`src/fpvm_pkg.sv`:
```
// ----------------------------------------------------------------------------
// fpvm_pkg
// Shared types and constants of the pulse flow meter: transaction payloads,
// the job that passes from front to back, the divider request and response,
// register indexes and fixed-point constants.
// ----------------------------------------------------------------------------
`default_nettype none

package fpvm_pkg;

	// Register indexes of the configuration port.
	localparam int unsigned CFG_IDX_W = 2;
	localparam logic [CFG_IDX_W-1:0] REG_CALIBRATION = 2'd0;
	localparam logic [CFG_IDX_W-1:0] REG_WINDOW      = 2'd1;

	localparam int unsigned CFG_W = 16;
	localparam logic [CFG_W-1:0] CALIBRATION_RESET = 16'd1920;
	localparam logic [CFG_W-1:0] WINDOW_RESET      = 16'd1000;

	// Default depth of the job queue between front and back.
	localparam int unsigned QUEUE_DEPTH = 2;

	// Fixed-point scale factors.
	localparam logic [24:0] RATE_SCALE   = 25'd25600000;
	localparam logic [17:0] VOLUME_SCALE = 18'd256000;
	localparam logic [5:0]  SEC_PER_MIN  = 6'd60;

	localparam logic [13:0] RATE_MAX   = 14'd12000;
	localparam logic [26:0] VOLUME_MAX = 27'd100000000;

	// Divider geometry. A quotient of N bits takes N+1 steps; the extra leading
	// step flags quotients of 2^N and above, which always saturate.
	localparam int unsigned DIV_W  = 64;
	localparam int unsigned QUO_W  = 28;
	localparam int unsigned STEP_W = 5;
	localparam int unsigned RATE_QBITS   = 15;
	localparam int unsigned VOLUME_QBITS = 27;
	localparam logic [STEP_W-1:0] RATE_STEPS   = STEP_W'(RATE_QBITS + 1);
	localparam logic [STEP_W-1:0] VOLUME_STEPS = STEP_W'(VOLUME_QBITS + 1);

	typedef struct packed {
		logic [3:0] edges;
		logic [7:0] elapsed_increment_ms;
		logic       clear_volume;
	} in_t;

	typedef struct packed {
		logic [13:0] rate_centi_lpm;
		logic        rate_valid;
		logic        rate_updated;
		logic [26:0] volume_ml;
	} out_t;

	typedef struct packed {
		logic [31:0] window_pulses;
		logic [31:0] window_ms;
		logic [31:0] volume_pulses;
		logic        updated;
	} job_t;

	typedef struct packed {
		logic              start;
		logic [STEP_W-1:0] steps;
		logic [DIV_W-1:0]  num;
		logic [DIV_W-1:0]  den;
	} div_req_t;

	typedef struct packed {
		logic             done;
		logic [QUO_W-1:0] quo;
	} div_rsp_t;

endpackage

`default_nettype wire

```
`src/fpvm_front.sv`:
```
// ----------------------------------------------------------------------------
// fpvm_front
// Accepts input transactions, advances the pulse and millisecond counters,
// decides whether the window closes and queues a job for the back end.
// ----------------------------------------------------------------------------
`default_nettype none

module fpvm_front (
	input  wire logic                     clk,
	input  wire logic                     arst_n,
	input  wire logic                     in_valid,
	input  wire fpvm_pkg::in_t            in_data,
	input  wire logic                     queue_full,
	input  wire logic [fpvm_pkg::CFG_W-1:0] window_ms,
	output logic                          push,
	output fpvm_pkg::job_t                job
);

	logic [31:0] pulse_total_q;
	logic [31:0] time_now_q;
	logic [31:0] win_start_ms_q;
	logic [31:0] win_start_pulses_q;
	logic [31:0] vol_base_q;

	logic [31:0] pulse_next;
	logic [31:0] time_next;
	logic [31:0] base_next;
	logic [31:0] elapsed;
	logic        closes;

	assign push = in_valid && !queue_full;

	always_comb begin
		pulse_next = pulse_total_q + 32'(in_data.edges);
		time_next  = time_now_q + 32'(in_data.elapsed_increment_ms);
		base_next  = in_data.clear_volume ? pulse_next : vol_base_q;
		elapsed    = time_next - win_start_ms_q;
		closes     = elapsed >= 32'(window_ms);

		job.window_pulses = pulse_next - win_start_pulses_q;
		job.window_ms     = elapsed;
		job.volume_pulses = pulse_next - base_next;
		job.updated       = closes;
	end

	always_ff @(posedge clk or negedge arst_n) begin
		if (!arst_n) begin
			pulse_total_q      <= '0;
			time_now_q         <= '0;
			win_start_ms_q     <= '0;
			win_start_pulses_q <= '0;
			vol_base_q         <= '0;
		end else if (push) begin
			pulse_total_q <= pulse_next;
			time_now_q    <= time_next;
			vol_base_q    <= base_next;
			if (closes) begin
				win_start_ms_q     <= time_next;
				win_start_pulses_q <= pulse_next;
			end
		end
	end

endmodule

`default_nettype wire

```
`src/fpvm_fifo.sv`:
```
// ----------------------------------------------------------------------------
// fpvm_fifo
// Short job queue that decouples the front end from the back end.
// ----------------------------------------------------------------------------
`default_nettype none

module fpvm_fifo #(
	parameter int unsigned DEPTH = fpvm_pkg::QUEUE_DEPTH
) (
	input  wire logic           clk,
	input  wire logic           arst_n,
	input  wire logic           push,
	input  wire fpvm_pkg::job_t push_data,
	input  wire logic           pop,
	output fpvm_pkg::job_t      head,
	output logic                full,
	output logic                empty
);

	localparam int unsigned PTR_W = (DEPTH > 1) ? $clog2(DEPTH) : 1;
	localparam int unsigned CNT_W = $clog2(DEPTH + 1);
	localparam logic [PTR_W-1:0] LAST = PTR_W'(DEPTH - 1);

	fpvm_pkg::job_t entry_q [DEPTH];
	logic [PTR_W-1:0] wr_ptr_q;
	logic [PTR_W-1:0] rd_ptr_q;
	logic [CNT_W-1:0] count_q;

	assign full  = count_q == CNT_W'(DEPTH);
	assign empty = count_q == '0;
	assign head  = entry_q[rd_ptr_q];

	always_ff @(posedge clk) begin
		if (push) begin
			entry_q[wr_ptr_q] <= push_data;
		end
	end

	always_ff @(posedge clk or negedge arst_n) begin
		if (!arst_n) begin
			wr_ptr_q <= '0;
			rd_ptr_q <= '0;
			count_q  <= '0;
		end else begin
			if (push) begin
				wr_ptr_q <= (wr_ptr_q == LAST) ? '0 : wr_ptr_q + 1'b1;
			end
			if (pop) begin
				rd_ptr_q <= (rd_ptr_q == LAST) ? '0 : rd_ptr_q + 1'b1;
			end
			if (push && !pop) begin
				count_q <= count_q + 1'b1;
			end else if (pop && !push) begin
				count_q <= count_q - 1'b1;
			end
		end
	end

endmodule

`default_nettype wire

```
`src/fpvm_div.sv`:
```
// ----------------------------------------------------------------------------
// fpvm_div
// Restoring divider, one quotient bit per cycle. The caller hands in the
// divisor already aligned to the top quotient bit and the number of steps.
// ----------------------------------------------------------------------------
`default_nettype none

module fpvm_div (
	input  wire logic               clk,
	input  wire logic               arst_n,
	input  wire fpvm_pkg::div_req_t req,
	output fpvm_pkg::div_rsp_t      rsp
);

	logic                          busy_q;
	logic                          done_q;
	logic [fpvm_pkg::STEP_W-1:0]   cnt_q;
	logic [fpvm_pkg::DIV_W-1:0]    rem_q;
	logic [fpvm_pkg::DIV_W-1:0]    dsr_q;
	logic [fpvm_pkg::QUO_W-1:0]    quo_q;
	logic                          fits;

	assign fits     = rem_q >= dsr_q;
	assign rsp.done = done_q;
	assign rsp.quo  = quo_q;

	always_ff @(posedge clk) begin
		if (req.start) begin
			rem_q <= req.num;
			dsr_q <= req.den;
			quo_q <= '0;
		end else if (busy_q) begin
			if (fits) begin
				rem_q <= rem_q - dsr_q;
			end
			dsr_q <= dsr_q >> 1;
			quo_q <= {quo_q[fpvm_pkg::QUO_W-2:0], fits};
		end
	end

	always_ff @(posedge clk or negedge arst_n) begin
		if (!arst_n) begin
			busy_q <= 1'b0;
			done_q <= 1'b0;
			cnt_q  <= '0;
		end else begin
			done_q <= 1'b0;
			if (req.start) begin
				busy_q <= 1'b1;
				cnt_q  <= req.steps;
			end else if (busy_q) begin
				cnt_q <= cnt_q - 1'b1;
				if (cnt_q == fpvm_pkg::STEP_W'(1)) begin
					busy_q <= 1'b0;
					done_q <= 1'b1;
				end
			end
		end
	end

endmodule

`default_nettype wire

```
`src/fpvm_back.sv`:
```
// ----------------------------------------------------------------------------
// fpvm_back
// Takes jobs from the queue, forms the volume and, on a closed window, rate
// quotients on the shared divider, saturates them and presents the result.
// ----------------------------------------------------------------------------
`default_nettype none

module fpvm_back (
	input  wire logic                       clk,
	input  wire logic                       arst_n,
	input  wire logic                       queue_empty,
	input  wire fpvm_pkg::job_t             head,
	output logic                            pop,
	input  wire logic [fpvm_pkg::CFG_W-1:0] calibration_q8,
	output fpvm_pkg::div_req_t              div_req,
	input  wire fpvm_pkg::div_rsp_t         div_rsp,
	output logic                            out_valid,
	input  wire logic                       out_stall,
	output fpvm_pkg::out_t                  out_data
);

	typedef enum logic [7:0] {
		ST_IDLE = 8'b0000_0001,
		ST_RNUM = 8'b0000_0010,
		ST_RDEN = 8'b0000_0100,
		ST_RDIV = 8'b0000_1000,
		ST_VNUM = 8'b0001_0000,
		ST_VDEN = 8'b0010_0000,
		ST_VDIV = 8'b0100_0000,
		ST_OUT  = 8'b1000_0000
	} state_t;

	state_t state_q, state_d;

	fpvm_pkg::job_t                 job_q;
	logic [fpvm_pkg::DIV_W-1:0]     num_q;
	logic [13:0]                    rate_hold_q;
	logic                           rate_seen_q;
	logic [26:0]                    vol_q;
	logic                           out_valid_q;
	fpvm_pkg::out_t                 out_data_q;

	logic                           out_free;
	logic [56:0]                    rate_num;
	logic [47:0]                    rate_den;
	logic [49:0]                    vol_num;
	logic [21:0]                    vol_den;
	logic [13:0]                    rate_sat;
	logic [26:0]                    vol_sat;

	assign out_free  = !out_valid_q || !out_stall;
	assign out_valid = out_valid_q;
	assign out_data  = out_data_q;

	always_comb begin
		rate_num = 57'(job_q.window_pulses) * 57'(fpvm_pkg::RATE_SCALE);
		rate_den = 48'(job_q.window_ms) * 48'(calibration_q8);
		vol_num  = 50'(job_q.volume_pulses) * 50'(fpvm_pkg::VOLUME_SCALE);
		vol_den  = 22'(calibration_q8) * 22'(fpvm_pkg::SEC_PER_MIN);

		rate_sat = (div_rsp.quo > fpvm_pkg::QUO_W'(fpvm_pkg::RATE_MAX))
			? fpvm_pkg::RATE_MAX : div_rsp.quo[13:0];
		vol_sat  = (div_rsp.quo > fpvm_pkg::QUO_W'(fpvm_pkg::VOLUME_MAX))
			? fpvm_pkg::VOLUME_MAX : div_rsp.quo[26:0];
	end

	always_comb begin
		state_d         = state_q;
		pop             = 1'b0;
		div_req.start   = 1'b0;
		div_req.steps   = fpvm_pkg::VOLUME_STEPS;
		div_req.num     = num_q;
		div_req.den     = fpvm_pkg::DIV_W'(vol_den) << fpvm_pkg::VOLUME_QBITS;
		unique case (state_q)
			ST_IDLE: begin
				if (!queue_empty) begin
					pop     = 1'b1;
					state_d = head.updated ? ST_RNUM : ST_VNUM;
				end
			end
			ST_RNUM: state_d = ST_RDEN;
			ST_RDEN: begin
				div_req.start = 1'b1;
				div_req.steps = fpvm_pkg::RATE_STEPS;
				div_req.den   = fpvm_pkg::DIV_W'(rate_den) << fpvm_pkg::RATE_QBITS;
				state_d       = ST_RDIV;
			end
			ST_RDIV: begin
				if (div_rsp.done) begin
					state_d = ST_VNUM;
				end
			end
			ST_VNUM: state_d = ST_VDEN;
			ST_VDEN: begin
				div_req.start = 1'b1;
				state_d       = ST_VDIV;
			end
			ST_VDIV: begin
				if (div_rsp.done) begin
					state_d = ST_OUT;
				end
			end
			ST_OUT: begin
				if (out_free) begin
					state_d = ST_IDLE;
				end
			end
			default: state_d = ST_IDLE;
		endcase
	end

	always_ff @(posedge clk) begin
		if (pop) begin
			job_q <= head;
		end
		if (state_q == ST_RNUM) begin
			num_q <= fpvm_pkg::DIV_W'(rate_num);
		end else if (state_q == ST_VNUM) begin
			num_q <= fpvm_pkg::DIV_W'(vol_num);
		end
		if (state_q == ST_VDIV && div_rsp.done) begin
			vol_q <= vol_sat;
		end
		if (state_q == ST_OUT && out_free) begin
			out_data_q.rate_centi_lpm <= rate_hold_q;
			out_data_q.rate_valid     <= rate_seen_q;
			out_data_q.rate_updated   <= job_q.updated;
			out_data_q.volume_ml      <= vol_q;
		end
	end

	always_ff @(posedge clk or negedge arst_n) begin
		if (!arst_n) begin
			state_q     <= ST_IDLE;
			rate_hold_q <= '0;
			rate_seen_q <= 1'b0;
			out_valid_q <= 1'b0;
		end else begin
			state_q <= state_d;
			if (state_q == ST_RDIV && div_rsp.done) begin
				rate_hold_q <= rate_sat;
				rate_seen_q <= 1'b1;
			end
			if (out_free) begin
				out_valid_q <= state_q == ST_OUT;
			end
		end
	end

endmodule

`default_nettype wire

```
`src/flow_pulse_rate_volume_meter.sv`:
```
// ----------------------------------------------------------------------------
// flow_pulse_rate_volume_meter
// Pulse flow meter: running pulse and millisecond counts, a windowed rate in
// 0.01 L/min and the volume since the last clear in mL.
// ----------------------------------------------------------------------------
// Every input transaction yields exactly one result transaction. The front end
// updates the counters in the cycle a transaction is accepted and queues a job;
// the back end works it out on one shared restoring divider that produces a
// quotient bit per cycle. A window-closing transaction runs a rate division
// (16 steps), then a volume division (28 steps); any other runs only the
// volume division. The queue of QUEUE_DEPTH jobs (2 by default) and the output
// register let input keep arriving while a result waits to be taken.
// Configuration registers must be written only while no transaction is in
// flight; the block does not enforce this. A write of zero is ignored.
`default_nettype none

module flow_pulse_rate_volume_meter #(
	parameter int unsigned QUEUE_DEPTH = fpvm_pkg::QUEUE_DEPTH
) (
	input  wire logic                           clk,
	input  wire logic                           arst_n,
	input  wire logic                           cfg_we,
	input  wire logic [fpvm_pkg::CFG_IDX_W-1:0] cfg_index,
	input  wire logic [fpvm_pkg::CFG_W-1:0]     cfg_data,
	input  wire logic                           in_valid,
	output logic                                in_stall,
	input  wire fpvm_pkg::in_t                  in_data,
	output logic                                out_valid,
	input  wire logic                           out_stall,
	output fpvm_pkg::out_t                      out_data
);

	logic [fpvm_pkg::CFG_W-1:0] calibration_q;
	logic [fpvm_pkg::CFG_W-1:0] window_q;

	logic               push;
	logic               pop;
	logic               queue_full;
	logic               queue_empty;
	fpvm_pkg::job_t     push_job;
	fpvm_pkg::job_t     head_job;
	fpvm_pkg::div_req_t div_req;
	fpvm_pkg::div_rsp_t div_rsp;

	assign in_stall = queue_full;

	always_ff @(posedge clk or negedge arst_n) begin
		if (!arst_n) begin
			calibration_q <= fpvm_pkg::CALIBRATION_RESET;
			window_q      <= fpvm_pkg::WINDOW_RESET;
		end else if (cfg_we && cfg_data != '0) begin
			unique case (cfg_index)
				fpvm_pkg::REG_CALIBRATION: calibration_q <= cfg_data;
				fpvm_pkg::REG_WINDOW:      window_q      <= cfg_data;
				default: ;
			endcase
		end
	end

	fpvm_front u_front (
		.clk        (clk),
		.arst_n     (arst_n),
		.in_valid   (in_valid),
		.in_data    (in_data),
		.queue_full (queue_full),
		.window_ms  (window_q),
		.push       (push),
		.job        (push_job)
	);

	fpvm_fifo #(
		.DEPTH (QUEUE_DEPTH)
	) u_fifo (
		.clk       (clk),
		.arst_n    (arst_n),
		.push      (push),
		.push_data (push_job),
		.pop       (pop),
		.head      (head_job),
		.full      (queue_full),
		.empty     (queue_empty)
	);

	fpvm_div u_div (
		.clk    (clk),
		.arst_n (arst_n),
		.req    (div_req),
		.rsp    (div_rsp)
	);

	fpvm_back u_back (
		.clk            (clk),
		.arst_n         (arst_n),
		.queue_empty    (queue_empty),
		.head           (head_job),
		.pop            (pop),
		.calibration_q8 (calibration_q),
		.div_req        (div_req),
		.div_rsp        (div_rsp),
		.out_valid      (out_valid),
		.out_stall      (out_stall),
		.out_data       (out_data)
	);

	// The rate and volume never leave their saturated ranges.
	a_rate_range: assert property (@(posedge clk) disable iff (!arst_n)
		out_valid |-> out_data.rate_centi_lpm <= fpvm_pkg::RATE_MAX)
		else $error("rate above saturation limit");

	a_volume_range: assert property (@(posedge clk) disable iff (!arst_n)
		out_valid |-> out_data.volume_ml <= fpvm_pkg::VOLUME_MAX)
		else $error("volume above saturation limit");

	// A closed window always leaves a valid rate behind it.
	a_update_valid: assert property (@(posedge clk) disable iff (!arst_n)
		out_valid && out_data.rate_updated |-> out_data.rate_valid)
		else $error("rate update without rate valid");

	// Before the first window closes the rate reads as zero.
	a_rate_zero: assert property (@(posedge clk) disable iff (!arst_n)
		out_valid && !out_data.rate_valid |-> out_data.rate_centi_lpm == '0)
		else $error("nonzero rate before first window");

	// The divider is never started back to back.
	a_div_single: assert property (@(posedge clk) disable iff (!arst_n)
		div_req.start |=> !div_req.start)
		else $error("divider restarted back to back");

endmodule

`default_nettype wire
```
`config.mk`:
```
export PLATFORM = sky130hd
export DESIGN_NAME = flow_pulse_rate_volume_meter
export DESIGN_NICKNAME = d
export VERILOG_FILES = /design/src/fpvm_pkg.sv /design/src/fpvm_front.sv /design/src/fpvm_fifo.sv /design/src/fpvm_div.sv /design/src/fpvm_back.sv /design/src/flow_pulse_rate_volume_meter.sv
export SDC_FILE = /design/constraint.sdc
export NUM_CORES = 2
export LEC_CHECK = 0
export BUFFER_PORTS_ARGS = -buffer_cell sky130_fd_sc_hd__buf_2
export CAP_MARGIN = 20
export CORE_UTILIZATION = 24
export CTS_CLUSTER_DIAMETER = 120
export DETAILED_ROUTE_END_ITERATION = 8
export RECOVER_POWER = 50
export SYNTH_ARGS = -nofsm -noshare
export SYNTH_HDL_FRONTEND = slang
export SYNTH_SLANG_ARGS = --single-unit
```
`constraint.sdc`:
```
create_clock -name clk -period 11.5 [get_ports clk]
set_clock_uncertainty 0.2 [all_clocks]
set_input_delay 2.3 -clock clk [delete_from_list [all_inputs] [get_ports clk]]
set_output_delay 2.3 -clock clk [all_outputs]
set_load 0.03 [all_outputs]
```
* After elaboration in Yosys (flattened, before gate mapping)
Memories as Yosys holds them, arrays and structs flattened.
Cells that the tools add are included.
** Word-level totals
- Register bits :: 596
- RAM bits :: 194
- Memories kept :: 1
** Memories
- u_fifo.entry_q :: depth 2, width 97, read ports 1, clocked after memory_dff 0, wr ports 1, line fpvm_fifo.sv:24 : fpvm_pkg::job_t entry_q [DEPTH];
** Cells by class
- $add $sub $neg :: 11
- $mul :: 4
- $lt $le $gt $ge :: 4
- Equality and inequality tests :: 15
- Muxes and demuxes :: 34
- Reductions and logical operators :: 26
** Operators with widths (count)
- $mux 64 :: 4
- $mux 57 :: 3
- $sub 32x32->32 :: 3
- $ge 64x64->1 :: 1
- $pmux 8 s8 :: 1
- $sub 64x64->64 :: 1
- $mux 63 :: 1
- $mul 32x16->48 :: 1
- $mul 32x12->44 const B :: 1
- $mul 32x7->39 const B :: 1
- $add 32x4->32 :: 1
- $add 32x8->32 :: 1
- $ge 32x16->1 :: 1
- $mux 32 :: 1
- $mux 8 :: 4
- $gt 28x14->1 const B :: 1
- $gt 28x27->1 const B :: 1
- $mul 16x4->20 const B :: 1
- $reduce_bool 16->1 :: 1
- $mux 5 :: 3
- $mux 14 :: 1
- $mux 1 :: 13
- $eq 8x1->1 const B :: 1
- $eq 8x2->1 const B :: 1
- other kinds (25) :: 46

* Logic depth before layout (Yosys ltp)
- Depth after elaboration :: 7
- Depth in mapped cells :: 30

* By module
A second synthesis with hierarchy kept.
** Unflattened totals
- Cell total of the unflattened synthesis :: 6779
- Area total of the unflattened synthesis :: 69985.9 sq um
** Modules (own cells, without submodules)
- fpvm_back :: times used 1, cells each 3655, area each 37273.2 sq um, seq. area each 6977.9 sq um
- fpvm_front :: times used 1, cells each 1574, area each 13494.2 sq um, seq. area each 4003.8 sq um
- fpvm_div :: times used 1, cells each 1157, area each 10652.7 sq um, seq. area each 4579.4 sq um
- fpvm_fifo :: times used 1, cells each 318, area each 7259.5 sq um, seq. area each 5925.7 sq um
- flow_pulse_rate_volume_meter :: times used 1, cells each 75, area each 1306.3 sq um, seq. area each 813.3 sq um

* Worst setup path before layout
No wires, ideal clock.
- Path kind :: input -> register
- Start :: input in_data[1] (netlist bit)
- End :: register u_front.win_start_pulses_q[22]
- Library setup time :: 127 ps
- Arrival :: 8594 ps
- Data required time :: 11173 ps
- Path slack :: 2578 ps
- Cell stages on the path :: 29
- Buffers on the path :: 2
- Path through :: ha_1 > fa_1 > a21o_1 > a21oi_1 > o21bai_1 > a21oi_1 > o21bai_1 > a21oi_1 > nor2_1 > xor2_1 > ha_1 > and4_1 > a211o_1 > a21oi_2 > o21ai_0 > a21oi_1 > xnor2_1 > ha_1 > and3_1 > a221oi_1 > o21ai_1 > a211o_1 > or4_1 > or4b_1 > nand4bb_1 > o31ai_2 > buf_6 > buf_12 > mux2_1
** RTL lines
- start, declared :: line flow_pulse_rate_volume_meter.sv:27 : input wire fpvm_pkg::in_t in_data,
- end signal, assigned :: line fpvm_front.sv:59 : win_start_pulses_q <= pulse_next;
- end, declared :: line fpvm_front.sv:22 : logic [31:0] win_start_pulses_q;

==> reports/metrics.csv <==
stage,metric,value,unit
route,Vias per Instance,4.47,
place,Post-DP HPWL,127,mm
place,Placer Congestion,0.879,
floorplan,DIE AREA,285000,µm²
global_routing,first-pass GRT wire length,263,mm
route,Routed Antenna Nets,0,
logic_synthesis,Synth top area share,23.5,%
sta,final hold slack,0.219,ns
sta,final critical-path share of the clock period,83.1,%
layout,Layout area overhead,11.0,%
floorplan,Ports,81,
clocking,H-tree levels,3,
worst_setup_path,Reg2Reg Depth,27,
worst_setup_path,Worst Setup End Kind,flip-flop,
worst_setup_path,CP startpoint kind,input port,
route,drt wl/cell,15.8,µm
sta,Final Max Slew Viols,866,
floorplan,Die W,534,µm
logic_synthesis,Main synth FF type,edfxtp_1,
logic_synthesis,Async SR Flop Fraction,28.8,%
logic_synthesis,Yosys warning total,0,
floorplan,starting density of the core,24.2,%
clocking,Hold Buf Count CTS,0,
worst_setup_path,Worst R2R Setup Slack,3.25,ns
layout,layout cells sized above 1,6.41,%
global_routing,antenna violations before repair,8,
route,drt first pass iters,5,
clocking,CTS sink cnt,789,
place,Placed Cells,10100,
run_status,outcome,"finished, violations left",
global_routing,GR Overflow Total,0,
global_routing,GRT Total Usage,11.4,%
logic_synthesis,syn_nets,7731,
floorplan,# rows,194,
sta,Fmax,105,MHz
route,DR vias,45800,
layout,post-route cell area,75400,µm²
clocking,CTS resizes,0,
clocking,CTS tree,yes,
global_routing,largest net degree at the start of global routing,96,
logic_synthesis,"Cell Area, Synth",67900,µm²
clocking,clk buf depth,3,
sta,worst rel slew slack,-160,%
place,I/O Buffers,80,
clocking,TritonCTS Buffers,86,
min_path,worst hold path stage count,0,
route,DRC viols,0,
min_path,Hold Path Class,flip-flop to flip-flop,
worst_setup_path,CP max FO,25,
logic_synthesis,Syn Area/Cell,10.6,µm²
sta,final setup vio count,0,
layout,"commonest non-fill, non-tap cell in the layout",inv_1,
layout,fin cells,10200,
logic_synthesis,Yosys reg bits,789,
logic_synthesis,sequential fraction of the synthesis area,32.8,%
clocking,Post-CTS Setup Inserts,0,
logic_synthesis,top post-synthesis cells by area,"edfxtp_1 (24%), fa_1 (20%), ha_1 (11%)",
global_routing,vias in the first global route,47500,
logic_synthesis,Syn Inst Count,6437,
logic_synthesis,Yosys cell types,84,
layout,nets,7745,
route,initial DRC count,2574,
sta,setup_tns,0,ns
clocking,Root Buffer,clkbuf_16,
place,DP Area,72700,µm²
sta,min Tclk post-route,9.56,ns
layout,filler instances,29200,
worst_setup_path,Worst EP required,11.86,ns
route,Detailed Route WL,162,mm
sta,Worst-Margin Slew,3.90,ns
sta,final number of hold-violating endpoints,0,
worst_setup_path,critical path type,input port to flip-flop,
run_status,failing checks,"max-capacitance violations, max-slew violations",
layout,most frequent cells in the layout,"inv_1 (867), fa_1 (679), nand2_1 (676)",
clocking,"Reg clk slew, reported paths",0.06,ns
floorplan,CORE AREA,280000,µm²
worst_setup_path,Worst Path Arrival,9.92,ns
sta,RSZ-0062 raised after global routing,no,
clocking,Worst-Skew Late Latency,0.71,ns
logic_synthesis,cell taking the most area after synthesis,edfxtp_1,
floorplan,Die Ht,534,µm
logic_synthesis,"EDFF count, synth",532,
job,Max Cap Viol,17,
[Yosys cell counts, types with 44 or more instances]
cell type,n
and2_1,234
nand2_1,676
nand4_1,47
inv_1,868
ha_1,579
xor2_1,153
and3_1,51
mux2_2,131
xnor2_1,220
dfrtp_1,216
fa_1,679
clkbuf_1,212
mux2i_1,61
nor2_1,273
o21ai_0,261
a21oi_1,264
mux2_4,52
o22ai_1,44
nand3_1,75
edfxtp_1,532
a21o_1,153
nor3_1,64
nand2b_1,46
o21bai_1,53
[sequential cells by signal (all words and copies together), names as in the netlist, 43 cells and up]
register,count
u_fifo.entry_q,194
u_back.job_q,97
u_div.rem_q,64
u_div.dsr_q,63
u_back.num_q,46
u_back.out_data,43
[logic make-up after synthesis]
family | synth area share [%]
simple gates | 11.2
fa+ha+maj | 30.7
compound gates | 10.0
mux | 4.30
xor+xnor | 4.81
buf+inv | 6.22
flops | 32.8
[metal layers]
metal	track usage [%]	vias up	share of wire, %
li1	-	21700	-
met2	18.7	817	46
met5	0	-	0.0080
met4	2.56	2	2.1
met1	15.8	23100	48
met3	1.54	188	3.8
[stage by stage]
step	util, %	setup slack (ns)
after floorplan	-	2.58
after global placement	25.9	1.21
after detailed placement	25.9	1.24
after CTS	27.0	1.91
after global routing	26.9	1.45
final	26.9	1.94
[worst paths after layout]
| path | startpoint | to |
|---|---|---|
| worst max register to register | u_front.time_now_q[1]$_DFFE_PN0P_ | u_front.win_start_pulses_q[3]$_DFFE_PN0P_ |
| worst max-delay path | in_data[2] | u_front.win_start_pulses_q[3]$_DFFE_PN0P_ |
| max in group asynchronous | arst_n | u_front.vol_base_q[10]$_DFFE_PN0P_ |
| worst min register to register | u_back.vol_q[9]$_SDFFCE_PN0P_ | u_back.out_data[9]$_DFFE_PP_ |
| min in group asynchronous | arst_n | u_back.rate_hold_q[2]$_DFFE_PN0P_ |
| worst min-delay path | u_back.vol_q[9]$_SDFFCE_PN0P_ | u_back.out_data[9]$_DFFE_PP_ |
[worst max-delay path, stage by stage]
cell and delay [ns]:
buf_2 0.12, ha_1 0.30, a21o_1 0.18, a21oi_1 0.21, o21bai_1 0.12, o31ai_1 0.30
o21bai_1 0.16, a21oi_1 0.37, nand2b_1 0.26, xnor2_1 0.18, ha_1 0.35, a21o_1 0.20
a211o_1 0.30, a21oi_2 0.25, o21ai_0 0.12, a21oi_1 0.19, xnor2_1 0.20, ha_1 0.31
and3_1 0.17, a221oi_1 0.29, o21ai_1 0.13, a211o_1 0.31, or4_1 0.45, or4b_1 0.48
nand4bb_1 0.29, o31ai_4 0.73, buf_12 0.29, mux2_4 0.32
[layout make-up]
type | instances | area (µm²) | area share [%]
inverter | 870 | 3270 | 4.33
clock buffer | 114 | 2390 | 3.17
clock inverter | 43 | 497 | 0.659
multi-input combinational | 4552 | 41400 | 55.0
antenna | 2 | 5.00 | 0.00664
sequential | 789 | 22300 | 29.6
timing repair buffer | 152 | 832 | 1.10
tap | 3724 | 4660 | 6.18
Power is left out: the tool's default activity adds up to more than one toggle a clock period on the data nets, which glitch-free logic cannot reach.
